File: src/hdl/utf8_stream_sanitizer_assert.svh
// Assertion macros for the UTF-8 stream sanitiser.
// Depends on nothing; included by the files that carry concurrent assertions.
`ifndef UTF8_STREAM_SANITIZER_ASSERT_SVH
`define UTF8_STREAM_SANITIZER_ASSERT_SVH

// A property that must hold at every clock edge outside reset.
`define U8SAN_CHECK(label, clk, rst, prop, msg) \
  label: assert property (@(posedge clk) disable iff (rst) (prop)) else $error(msg);

// A condition that, once seen, must be followed by another in the next cycle.
`define U8SAN_CHECK_NEXT(label, clk, rst, ante, cons, msg) \
  label: assert property (@(posedge clk) disable iff (rst) (ante) |=> (cons)) else $error(msg);

`endif

File: src/hdl/u8san_pkg.sv
// Shared types and constants for the UTF-8 stream sanitiser.
// Depends on nothing; imported by the decoder and the top level.
package u8san_pkg;

  localparam int MAX_GROUP  = 4;
  localparam int FIFO_DEPTH = 8;

  localparam logic [7:0]  QMARK   = 8'h3F;
  localparam logic [7:0]  SPACE   = 8'h20;
  localparam logic [7:0]  TAB     = 8'h09;
  localparam logic [7:0]  DEL     = 8'h7F;
  localparam logic [20:0] CP_MAX  = 21'h10FFFF;

  localparam logic [7:0] LEAD2_MASK = 8'hE0;
  localparam logic [7:0] LEAD2_CODE = 8'hC0;
  localparam logic [7:0] LEAD3_MASK = 8'hF0;
  localparam logic [7:0] LEAD3_CODE = 8'hE0;
  localparam logic [7:0] LEAD4_MASK = 8'hF8;
  localparam logic [7:0] LEAD4_CODE = 8'hF0;

  localparam logic [2:0] LEN_NONE = 3'd0;
  localparam logic [2:0] LEN_2    = 3'd2;
  localparam logic [2:0] LEN_3    = 3'd3;
  localparam logic [2:0] LEN_4    = 3'd4;

  // Bytes produced by one input transaction, in order, and how many are used.
  typedef struct packed {
    logic [0:3][7:0] bytes;
    logic [2:0]      count;
    logic            last;
  } u8san_group_t;

endpackage

File: src/hdl/u8san_stream_if.sv
// Valid/ready stream interfaces for the input and output of the sanitiser.
// Depends on nothing.
interface u8san_in_if ();
  logic       valid;
  logic       ready;
  logic [7:0] in_byte;
  logic       in_last;

  modport source (output valid, output in_byte, output in_last, input ready);
  modport sink (input valid, input in_byte, input in_last, output ready);
endinterface

interface u8san_out_if ();
  logic       valid;
  logic       ready;
  logic [7:0] out_byte;
  logic       out_last;

  modport source (output valid, output out_byte, output out_last, input ready);
  modport sink (input valid, input out_byte, input out_last, output ready);
endinterface

File: src/hdl/u8san_decode.sv
// Sequence tracker and per-byte decoder of the UTF-8 stream sanitiser.
// Depends on u8san_pkg.
module u8san_decode import u8san_pkg::*; (
  input  logic         clk,
  input  logic         rst,
  input  logic         step,
  input  logic [7:0]   in_byte,
  input  logic         in_last,
  output u8san_group_t grp,
  output logic         seq_open
);

  logic [7:0]       held_lead, held_lead_next;
  logic [0:1][7:0]  held_continuations;
  logic [1:0]       held_count, held_count_next;
  logic [2:0]       expected_length, expected_length_next;
  logic [20:0]      code_point_acc, code_point_acc_next;

  logic        store_cont;
  logic        is_cont;
  logic [2:0]  fresh_len;
  logic [20:0] fresh_bits;
  logic        fresh_emit;
  logic        fresh_start;
  logic [7:0]  fresh_val;
  logic [2:0]  total;
  logic [20:0] acc_join;
  logic [1:0]  fresh_slot;

  // Classification of the byte as though no sequence were open.
  always_comb begin
    fresh_len  = LEN_NONE;
    fresh_bits = '0;
    if ((in_byte & LEAD2_MASK) == LEAD2_CODE) begin
      fresh_len  = LEN_2;
      fresh_bits = {16'd0, in_byte[4:0]};
    end else if ((in_byte & LEAD3_MASK) == LEAD3_CODE) begin
      fresh_len  = LEN_3;
      fresh_bits = {17'd0, in_byte[3:0]};
    end else if ((in_byte & LEAD4_MASK) == LEAD4_CODE) begin
      fresh_len  = LEN_4;
      fresh_bits = {18'd0, in_byte[2:0]};
    end
  end

  assign fresh_start = in_byte[7] && (fresh_len != LEN_NONE) && !in_last;
  assign fresh_emit  = !fresh_start;

  always_comb begin
    if (in_byte[7]) begin
      fresh_val = QMARK;
    end else if ((in_byte < SPACE && in_byte != TAB) || in_byte == DEL) begin
      fresh_val = SPACE;
    end else begin
      fresh_val = in_byte;
    end
  end

  assign is_cont    = (in_byte[7:6] == 2'b10);
  assign total      = {1'b0, held_count} + 3'd2;
  assign acc_join   = {code_point_acc[14:0], in_byte[5:0]};
  assign fresh_slot = held_count + 2'd1;
  assign seq_open   = (expected_length != LEN_NONE);

  always_comb begin
    grp.bytes            = {MAX_GROUP{QMARK}};
    grp.count            = 3'd0;
    grp.last             = in_last;
    held_lead_next       = held_lead;
    held_count_next      = held_count;
    expected_length_next = expected_length;
    code_point_acc_next  = code_point_acc;
    store_cont           = 1'b0;

    if (expected_length == LEN_NONE) begin
      grp.bytes[0] = fresh_val;
      grp.count    = {2'd0, fresh_emit};
      if (fresh_start) begin
        held_lead_next       = in_byte;
        held_count_next      = 2'd0;
        expected_length_next = fresh_len;
        code_point_acc_next  = fresh_bits;
      end
    end else if (is_cont) begin
      code_point_acc_next = acc_join;
      if (total >= expected_length) begin
        // Sequence complete: pass it through, or mark every byte if too large.
        if (acc_join <= CP_MAX) begin
          grp.bytes[0] = held_lead;
          grp.bytes[1] = (held_count == 2'd0) ? in_byte : held_continuations[0];
          grp.bytes[2] = (held_count == 2'd1) ? in_byte : held_continuations[1];
          grp.bytes[3] = in_byte;
        end
        grp.count            = total;
        held_lead_next       = '0;
        held_count_next      = 2'd0;
        expected_length_next = LEN_NONE;
        code_point_acc_next  = '0;
      end else if (in_last) begin
        grp.count = total;
      end else begin
        store_cont      = 1'b1;
        held_count_next = held_count + 2'd1;
      end
    end else begin
      // Broken sequence: mark the lead and held bytes, then treat this byte afresh.
      grp.bytes[fresh_slot] = fresh_val;
      grp.count             = {1'b0, fresh_slot} + {2'd0, fresh_emit};
      held_lead_next        = '0;
      held_count_next       = 2'd0;
      expected_length_next  = LEN_NONE;
      code_point_acc_next   = '0;
      if (fresh_start) begin
        held_lead_next       = in_byte;
        expected_length_next = fresh_len;
        code_point_acc_next  = fresh_bits;
      end
    end

    if (in_last) begin
      held_lead_next       = '0;
      held_count_next      = 2'd0;
      expected_length_next = LEN_NONE;
      code_point_acc_next  = '0;
    end
  end

  always_ff @(posedge clk) begin
    if (rst) begin
      held_lead       <= '0;
      held_count      <= 2'd0;
      expected_length <= LEN_NONE;
      code_point_acc  <= '0;
    end else if (step) begin
      held_lead       <= held_lead_next;
      held_count      <= held_count_next;
      expected_length <= expected_length_next;
      code_point_acc  <= code_point_acc_next;
    end
  end

  always_ff @(posedge clk) begin
    if (step && store_cont) begin
      held_continuations[held_count[0]] <= in_byte;
    end
  end

endmodule

File: src/hdl/utf8_stream_sanitizer.sv
// Top level of the UTF-8 stream sanitiser: input register, decoder and output queue.
// Depends on u8san_pkg, u8san_stream_if, u8san_decode and the assertion header.
//
//   channel   | role   | payload             | accepted when
//   ----------+--------+---------------------+------------------------------
//   in_ch     | sink   | in_byte, in_last    | in_ch.valid && in_ch.ready
//   out_ch    | source | out_byte, out_last  | out_ch.valid && out_ch.ready
//
// One transaction is taken per cycle while the output keeps up. A byte is decoded in the
// input register and its results (none to four bytes) are written into the output queue
// when the queue has room; the output is presented from the head of the queue.
// The input register only moves on when the queue has room for a full group of four; a
// stalled output lets the queue fill and then holds off the input. Reset is synchronous
// and empties the queue and the input register and closes any open sequence.
`include "utf8_stream_sanitizer_assert.svh"

module utf8_stream_sanitizer import u8san_pkg::*; #(
  parameter int FifoDepth = FIFO_DEPTH
) (
  input logic        clk,
  input logic        rst,
  u8san_in_if.sink   in_ch,
  u8san_out_if.source out_ch
);

  localparam int PtrW = $clog2(FifoDepth);
  localparam int CntW = $clog2(FifoDepth + 1);

  // Input register: holds one transaction until the decoder can place its results.
  logic       ir_valid;
  logic [7:0] ir_byte;
  logic       ir_last;

  // Output queue of sanitised bytes, each with its end-of-string flag.
  logic [FifoDepth-1:0][8:0] fifo_mem;
  logic [PtrW-1:0]           wp;
  logic [PtrW-1:0]           rp;
  logic [CntW-1:0]           count;

  u8san_group_t grp;
  logic         seq_open;
  logic         step;
  logic         room;
  logic         pop;
  logic         take;

  assign room = (count <= CntW'(FifoDepth - MAX_GROUP));
  assign step = ir_valid && room;
  assign take = in_ch.valid && in_ch.ready;
  assign pop  = out_ch.valid && out_ch.ready;

  // The input register may refill in the same cycle that it hands its byte on.
  assign in_ch.ready = !ir_valid || step;

  always_ff @(posedge clk) begin
    if (rst) begin
      ir_valid <= 1'b0;
    end else if (take) begin
      ir_valid <= 1'b1;
    end else if (step) begin
      ir_valid <= 1'b0;
    end
  end

  always_ff @(posedge clk) begin
    if (take) begin
      ir_byte <= in_ch.in_byte;
      ir_last <= in_ch.in_last;
    end
  end

  u8san_decode u_decode (
    .clk      (clk),
    .rst      (rst),
    .step     (step),
    .in_byte  (ir_byte),
    .in_last  (ir_last),
    .grp      (grp),
    .seq_open (seq_open)
  );

  // A group is written in order at consecutive queue slots; only its final
  // byte can carry the end-of-string flag.
  always_ff @(posedge clk) begin
    for (int i = 0; i < MAX_GROUP; i++) begin
      if (step && (3'(i) < grp.count)) begin
        fifo_mem[wp + PtrW'(i)] <= {grp.last && (3'(i) == grp.count - 3'd1),
                                    grp.bytes[i]};
      end
    end
  end

  always_ff @(posedge clk) begin
    if (rst) begin
      wp    <= '0;
      rp    <= '0;
      count <= '0;
    end else begin
      if (step) begin
        wp <= wp + PtrW'(grp.count);
      end
      if (pop) begin
        rp <= rp + PtrW'(1);
      end
      count <= count + (step ? CntW'(grp.count) : CntW'(0)) - CntW'(pop);
    end
  end

  assign out_ch.valid    = (count != '0);
  assign out_ch.out_byte = fifo_mem[rp][7:0];
  assign out_ch.out_last = fifo_mem[rp][8];

  // The queue never holds more than its depth.
  `U8SAN_CHECK(a_queue_bound, clk, rst, count <= CntW'(FifoDepth), "output queue overflow")
  // The final byte of a string always yields at least one result.
  `U8SAN_CHECK(a_last_emits, clk, rst, !(step && ir_last) || grp.count != 3'd0, "end of string lost")
  // Nothing stays open across the end of a string.
  `U8SAN_CHECK_NEXT(a_closed_after_last, clk, rst, step && ir_last, !seq_open, "sequence left open")
  // A byte waiting for queue room stays in the input register unchanged.
  `U8SAN_CHECK_NEXT(a_ir_hold, clk, rst, ir_valid && !step, ir_valid && $stable(ir_byte) && $stable(ir_last), "input register dropped")

endmodule
File: src/flat_wrapper.sv
// flat-port wrapper written by rule: the top's interface ports become plain ports
module utf8_stream_sanitizer_flat import u8san_pkg::*;
#(
  parameter int FifoDepth = FIFO_DEPTH
)
  (clk, rst, in_ch_valid, in_ch_in_byte, in_ch_in_last, in_ch_ready, out_ch_valid, out_ch_out_byte, out_ch_out_last, out_ch_ready);
  u8san_in_if in_ch_i ();
  u8san_out_if out_ch_i ();
  input logic clk;
  input logic rst;
  input wire logic [$bits(in_ch_i.valid)-1:0] in_ch_valid;
  input wire logic [$bits(in_ch_i.in_byte)-1:0] in_ch_in_byte;
  input wire logic [$bits(in_ch_i.in_last)-1:0] in_ch_in_last;
  output wire logic [$bits(in_ch_i.ready)-1:0] in_ch_ready;
  output wire logic [$bits(out_ch_i.valid)-1:0] out_ch_valid;
  output wire logic [$bits(out_ch_i.out_byte)-1:0] out_ch_out_byte;
  output wire logic [$bits(out_ch_i.out_last)-1:0] out_ch_out_last;
  input wire logic [$bits(out_ch_i.ready)-1:0] out_ch_ready;
  assign in_ch_i.valid = in_ch_valid;
  assign in_ch_i.in_byte = in_ch_in_byte;
  assign in_ch_i.in_last = in_ch_in_last;
  assign in_ch_ready = in_ch_i.ready;
  assign out_ch_valid = out_ch_i.valid;
  assign out_ch_out_byte = out_ch_i.out_byte;
  assign out_ch_out_last = out_ch_i.out_last;
  assign out_ch_i.ready = out_ch_ready;
  utf8_stream_sanitizer #(.FifoDepth(FifoDepth)) u_core (.clk(clk), .rst(rst), .in_ch(in_ch_i), .out_ch(out_ch_i));
endmodule
File: config.mk
export PLATFORM = sky130hd
export DESIGN_NAME = utf8_stream_sanitizer_flat
export DESIGN_NICKNAME = d
export VERILOG_FILES = /design/src/hdl/u8san_pkg.sv /design/src/hdl/u8san_stream_if.sv /design/src/hdl/u8san_decode.sv /design/src/hdl/utf8_stream_sanitizer.sv /design/src/flat_wrapper.sv
export VERILOG_INCLUDE_DIRS = /design/src /design/src/hdl
export SDC_FILE = /design/constraint.sdc
export NUM_CORES = 1
export LEC_CHECK = 0
export BUFFER_PORTS_ARGS = -buffer_cell sky130_fd_sc_hd__buf_2
export CAP_MARGIN = 10
export CORE_UTILIZATION = 30
export DETAILED_ROUTE_END_ITERATION = 16
export SLEW_MARGIN = 20
export SYNTH_ARGS = -nofsm -noshare
export SYNTH_HDL_FRONTEND = slang
export SYNTH_HIERARCHICAL = 1
export SYNTH_SLANG_ARGS = --single-unit
export TNS_END_PERCENT = 5
File: constraint.sdc
create_clock -name clk -period 6.6 [get_ports clk]
set_input_delay 1.32 -clock clk [delete_from_list [all_inputs] [get_ports clk]]
set_output_delay 1.32 -clock clk [all_outputs]
set_load 0.01 [all_outputs]
==> run metrics, run 1 <==
Max-Cap Viols 0; worst hold path endpoint u_core/u_decode/held_lead[7]; placed insts 1317; IO buf count 23; RSZ-0062 raised after global routing no; IO Count 24; Most Crowded Layer GR met2; Detailed Route WL 28.0 mm; final-layout fill cell count 3088; Slew HR 28.0%; met3 Resource Use GR 3.05%; LEAKAGE 3.20 nW; fin. max-slew vios 0; post-synth top area share 24.1%; Area after DPL 9260 µm²; initial antenna violation count 0; largest net degree at the start of global routing 76; average wire per standard cell 20.8 µm; GR Layer Usage met1 25.0%; Reg2Reg Depth 11; yosys warns 6; area of the mapped netlist 9050 µm²; global route overflow 0; synth-to-layout area growth 9.29%; post-CTS setup buffers 0; cell with the most instances after synthesis dfxtp_1; final setup fails 0; total CTS buffers 17; clk_lat worst skew 0.43 ns; Synth Area per Inst 9.12 µm²; Post-synth top flop dfxtp_1; first-pass GRT wire length 44.2 mm; Hold WC Path Type reg2reg; Hold Fails Final Rpt 0; Nets 982; Synth area leaders dfxtp_1 24%, edfxtp_1 8.3%, a22oi_1 6.1%; H-tree depth 4; Clock transition at path regs 0.06 ns; CTS tree done; Worst Clk Skew 0.0128 ns; routed vias/inst 6.07; RR Startpoint u_core/u_decode/held_count[1]; Max Clock Freq 212 MHz; RePlAce Congestion 0.873; status completed; met2 Use GR 28.9%; vias after detailed routing 8182; EDFF count, synth 25; Routed Antenna Nets 0; final instance area 9890 µm²; setup ws final 1.87 ns; Layout Cells excl Fill 1349; flop2flop setup slack 1.87 ns; post-synthesis cell type count 94; CP Capture Type flop; crit start category flop; worst endpoint required time 6.88 ns; CP startpoint u_core/u_decode/held_count[1]; dpl ws 2.12 ns; R2R Path End u_core/fifo_mem[64]; worst hold stages 1; CTS Hold Buffers Added 0; initial DRC count 1168; sequential-to-total area share from yosys stat 32.4%; vias in the first global route 7651; Cells after Synth 992; critical path class reg2reg; Worst VDD drop 0.000215 V; drt drc 0; top cell type by total area after synthesis dfxtp_1; post-DP HPWL 20.0 mm; Tot GR Track Use 18.2%; Synth Register Bits 134; Async SR Flop Fraction 0%; CTS resizes 0; core area 29600 µm²; setup_tns 0 ns; PwrDens 316 nW/µm²; Worst EP arrival 5.00 ns; top cells by count, synth 109 x dfxtp_1, 78 x o22ai_1, 74 x a22oi_1; post-route clock period utilization 71.6%; crit path max fanout 17; DIE WIDTH 176 µm; DIE HEIGHT 176 µm; minimum clock period 4.73 ns; Initial Util 30.5%; Design Power 3.12 mW; Worst-Margin Slew 1.07 ns; syn_nets 1028; layout cells sized above 1 17.4%; clk sinks 134; hold_sp u_core/u_decode/held_lead[7]; # diodes 0; # rows 63; DIE AREA 30900 µm²; CTS root buf clkbuf_16; length of the first detailed-routing pass in iterations 6; clk buf depth 2
layout by cell type (no fill, tap or decap), types with 7 or more instances in the layout:
master and instances:
o21ai_0 38, a22oi_1 74, nand3_1 26, a21oi_1 32, and2_1 8, a22o_1 23, clkbuf_16 17, o311a_1 8
nor3_1 17, nand2_2 7, a32o_1 9, nand2_1 45, buf_2 23, mux4_2 18, nor2b_1 10, mux2_2 9
inv_1 33, buf_4 16, nor2_1 69, o22a_1 29, mux2i_1 10, o32ai_1 15, o221ai_1 11, nand2b_1 15
o22ai_1 78, ha_1 21, o21ai_1 9, edfxtp_1 25, dfxtp_1 109
routing by layer:
layer  vias up  wire length [µm]
li1       3758                 -
met1      4037             12600
met2       351             13000
met3        36              1880
met4         0               524
met5         -                 0
per-stage QoR:
| stage | hold slack [ns] | utilization (%) |
|---|---|---|
| 2_1_floorplan | 0.418 | - |
| 3_3_place_gp | 0.431 | 31.3 |
| 3_5_place_dp | 0.432 | 31.3 |
| 4_1_cts | 0.444 | 33.4 |
| 5_1_grt | 0.459 | 33.4 |
| 6_report | 0.447 | 33.4 |
state kept, by name, indices dropped and copies added, names as in the netlist:
name,cells
u_core/count,4
u_core/fifo_mem,72
u_core/ir_byte,8
u_core/ir_last,1
u_core/ir_valid,1
u_core/rp,3
u_core/u_decode/code_point_acc,13
u_core/u_decode/expected_length,3
u_core/u_decode/held_continuations,16
u_core/u_decode/held_count,2
u_core/u_decode/held_lead,8
u_core/wp,3
cell families (layout without fill, tap and decap cells):
| family | Yosys count | after routing | synth area share [%] |
|---|---|---|---|
| AOI/OAI and AO/OA | 392 | 392 | 32.6 |
| and+or+nand+nor | 256 | 256 | 16.2 |
| buffers and inverters | 140 | 107 | 7.34 |
| DFF | 134 | 134 | 32.4 |
| muxes | 37 | 37 | 6.71 |
| adders and majority gates | 23 | 23 | 3.35 |
| xor gates and xnor gates | 10 | 10 | 1.47 |
layout make-up:
type	instances	area, µm²	share of cell area, %
flip-flops and latches	134	2930	29.7
clock inverters	14	198	2.00
inverters	36	135	1.37
clock buffers	18	429	4.34
repair buffers	39	235	2.38
multi-input cells	718	5470	55.3
well taps	390	488	4.93
worst max path at each step:
stage / to / slack [ns]
after floorplan: u_core/count[3] / 3.29
after detailed placement: u_core/fifo_mem[64] / 2.12
after global placement: u_core/fifo_mem[71] / 2.32
after global routing: u_core/fifo_mem[64] / 1.67
after CTS: u_core/fifo_mem[64] / 2.09
final: u_core/fifo_mem[64] / 1.87
report_power, final:
part / leakage, nW / internal [mW] / switching, mW
Combinational: 1.76 / 0.435 / 0.545
Clock: 0.310 / 0.638 / 0.394
Sequential: 1.12 / 0.985 / 0.124
Total: 3.20 / 2.06 / 1.06
critical path, cell delays in order (launching register included):
cell	delay, ns
dfxtp_1	0.49
inv_1	0.22
ha_1	0.33
nand2_1	0.06
o21ai_2	0.32
nor2_1	0.16
o41ai_2	0.75
or3_1	0.86
nand3_1	0.69
o21ai_0	0.38
o311a_1	0.22
o22ai_1	0.08
Note: power is estimated with default switching activity, not from simulation.
==> run 2: changes to the inputs <==
Clock period 6.6 ns to 3.92 ns, I/O delays scaled along.
==> run metrics, run 2 (synthesized netlist as in run 1, its figures left out) <==
status completed; Most flops, register u_core/fifo_mem; minimum clock period 3.63 ns; flop2flop setup slack 0.29 ns; core area 29600 µm²; drt drc 0; initial DRC count 964; LEAKAGE 3.32 nW; Area after DPL 9490 µm²; DIE AREA 30900 µm²; layout cells sized above 1 19.7%; Worst-Margin Slew 1.10 ns; initial antenna violation count 0; final core occ 34.0%; CTS tree done; post-route clock period utilization 92.5%; Max Clock Freq 276 MHz; CTS root buf clkbuf_16; Hold Fails Final Rpt 0; IO Count 24; global route overflow 0; area of the multi-input gates 5470 µm²; Reg2Reg Depth 11; post-DP HPWL 20.3 mm; RePlAce Congestion 0.892; Max-Cap Viols 0; Worst VDD drop 0.000266 V; clk_lat worst skew 0.44 ns; max reg flops 72; RSZ-0062 raised after global routing no; commonest non-fill, non-tap cell in the layout dfxtp_1; worst endpoint required time 4.27 ns; DIE HEIGHT 176 µm; R2R Path End u_core/fifo_mem[25]; final setup fails 0; hold_sp u_core/u_decode/held_lead[7]; largest net degree at the start of global routing 135; PwrDens 519 nW/µm²; final-layout fill cell count 3060; crit path max fanout 10; clk buf depth 2; average wire per standard cell 20.5 µm; # diodes 0; # rows 63; Nets 1011; worst hold stages 1; Tot GR Track Use 18.6%; CP Capture Type flop; vias after detailed routing 8265; sequential cell area 2930 µm²; Layout Cells excl Fill 1378; post-CTS setup buffers 0; CTS resizes 0; IO buf count 23; Initial Util 30.5%; setup_tns 0 ns; Hold WC Path Type reg2reg; Clock transition at path regs 0.06 ns; Worst EP arrival 3.97 ns; crit start category flop; length of the first detailed-routing pass in iterations 6; most frequent cells in the layout 109 x dfxtp_1, 78 x o22ai_1, 74 x a22oi_1, 69 x nor2_1, 45 x nand2_1; Design Power 5.24 mW; total CTS buffers 17; DIE WIDTH 176 µm; placed insts 1346; synth-to-layout area growth 11.5%; CTS Hold Buffers Added 0; critical path class reg2reg; clk sinks 134; final instance area 10100 µm²; vias in the first global route 7683; first-pass GRT wire length 44.6 mm; Detailed Route WL 28.3 mm; fin. max-slew vios 0; worst hold path endpoint u_core/u_decode/held_lead[7]; Routed Antenna Nets 0; Slew HR 27.0%; Worst Clk Skew 0.00613 ns; routed vias/inst 6.00; H-tree depth 4; RR Startpoint u_core/u_decode/held_count[0]
## run 2: worst max path at each step
stage | from | to | cells past startpoint
final | u_core/u_decode/held_count[0] | u_core/fifo_mem[25] | 11
after floorplan | u_core/u_decode/held_count[0] | u_core/count[3] | 14
after detailed placement | u_core/u_decode/held_count[0] | u_core/count[3] | 14
after CTS | u_core/u_decode/held_count[0] | u_core/fifo_mem[25] | 11
after global placement | u_core/u_decode/held_count[1] | u_core/count[3] | 14
after global routing | u_core/u_decode/held_count[0] | u_core/fifo_mem[7] | 11
## run 2: per-stage QoR
step	hold slack, ns	setup slack (ns)
finish	0.454	0.295
global route	0.478	0.0714
CTS	0.457	0.347
detailed placement	0.445	0.372
global placement	0.428	0.423
floorplan	0.418	0.606
## run 2: report_power, final
part           switching, mW  internal (mW)  total [mW]
clock                  0.655           1.01        1.66
combinational          0.981          0.769        1.75
sequential             0.168           1.66        1.83
total                   1.80           3.44        5.24
## run 2: per-layer routing
metal | vias to the layer above | routed length [µm] | GRT usage [%]
li1 | 3816 | - | -
met2 | 403 | 12800 | 28.7
met3 | 45 | 2250 | 3.81
met5 | - | 0 | 0
met1 | 4001 | 12600 | 25.5
met4 | 0 | 607 | 6.52
## run 2: critical path: stages (launching register included)
cell and delay (ns):
dfxtp_1 0.46, inv_1 0.19, ha_1 0.24, nor2b_2 0.15
o21ai_2 0.15, nor2_1 0.10, o41ai_2 0.66, or3_1 0.60
nand2_2 0.29, a21oi_4 0.31, nor2_1 0.08, o41ai_2 0.30
## run 2: area by class of cell
type | instances | area share (%)
repair buffers | 68 | 4.61
flip-flops and latches | 134 | 29.1
clock buffers | 18 | 4.35
well taps | 390 | 4.84
clock inverters | 14 | 1.57
inverters | 36 | 1.34
multi-input cells | 718 | 54.2
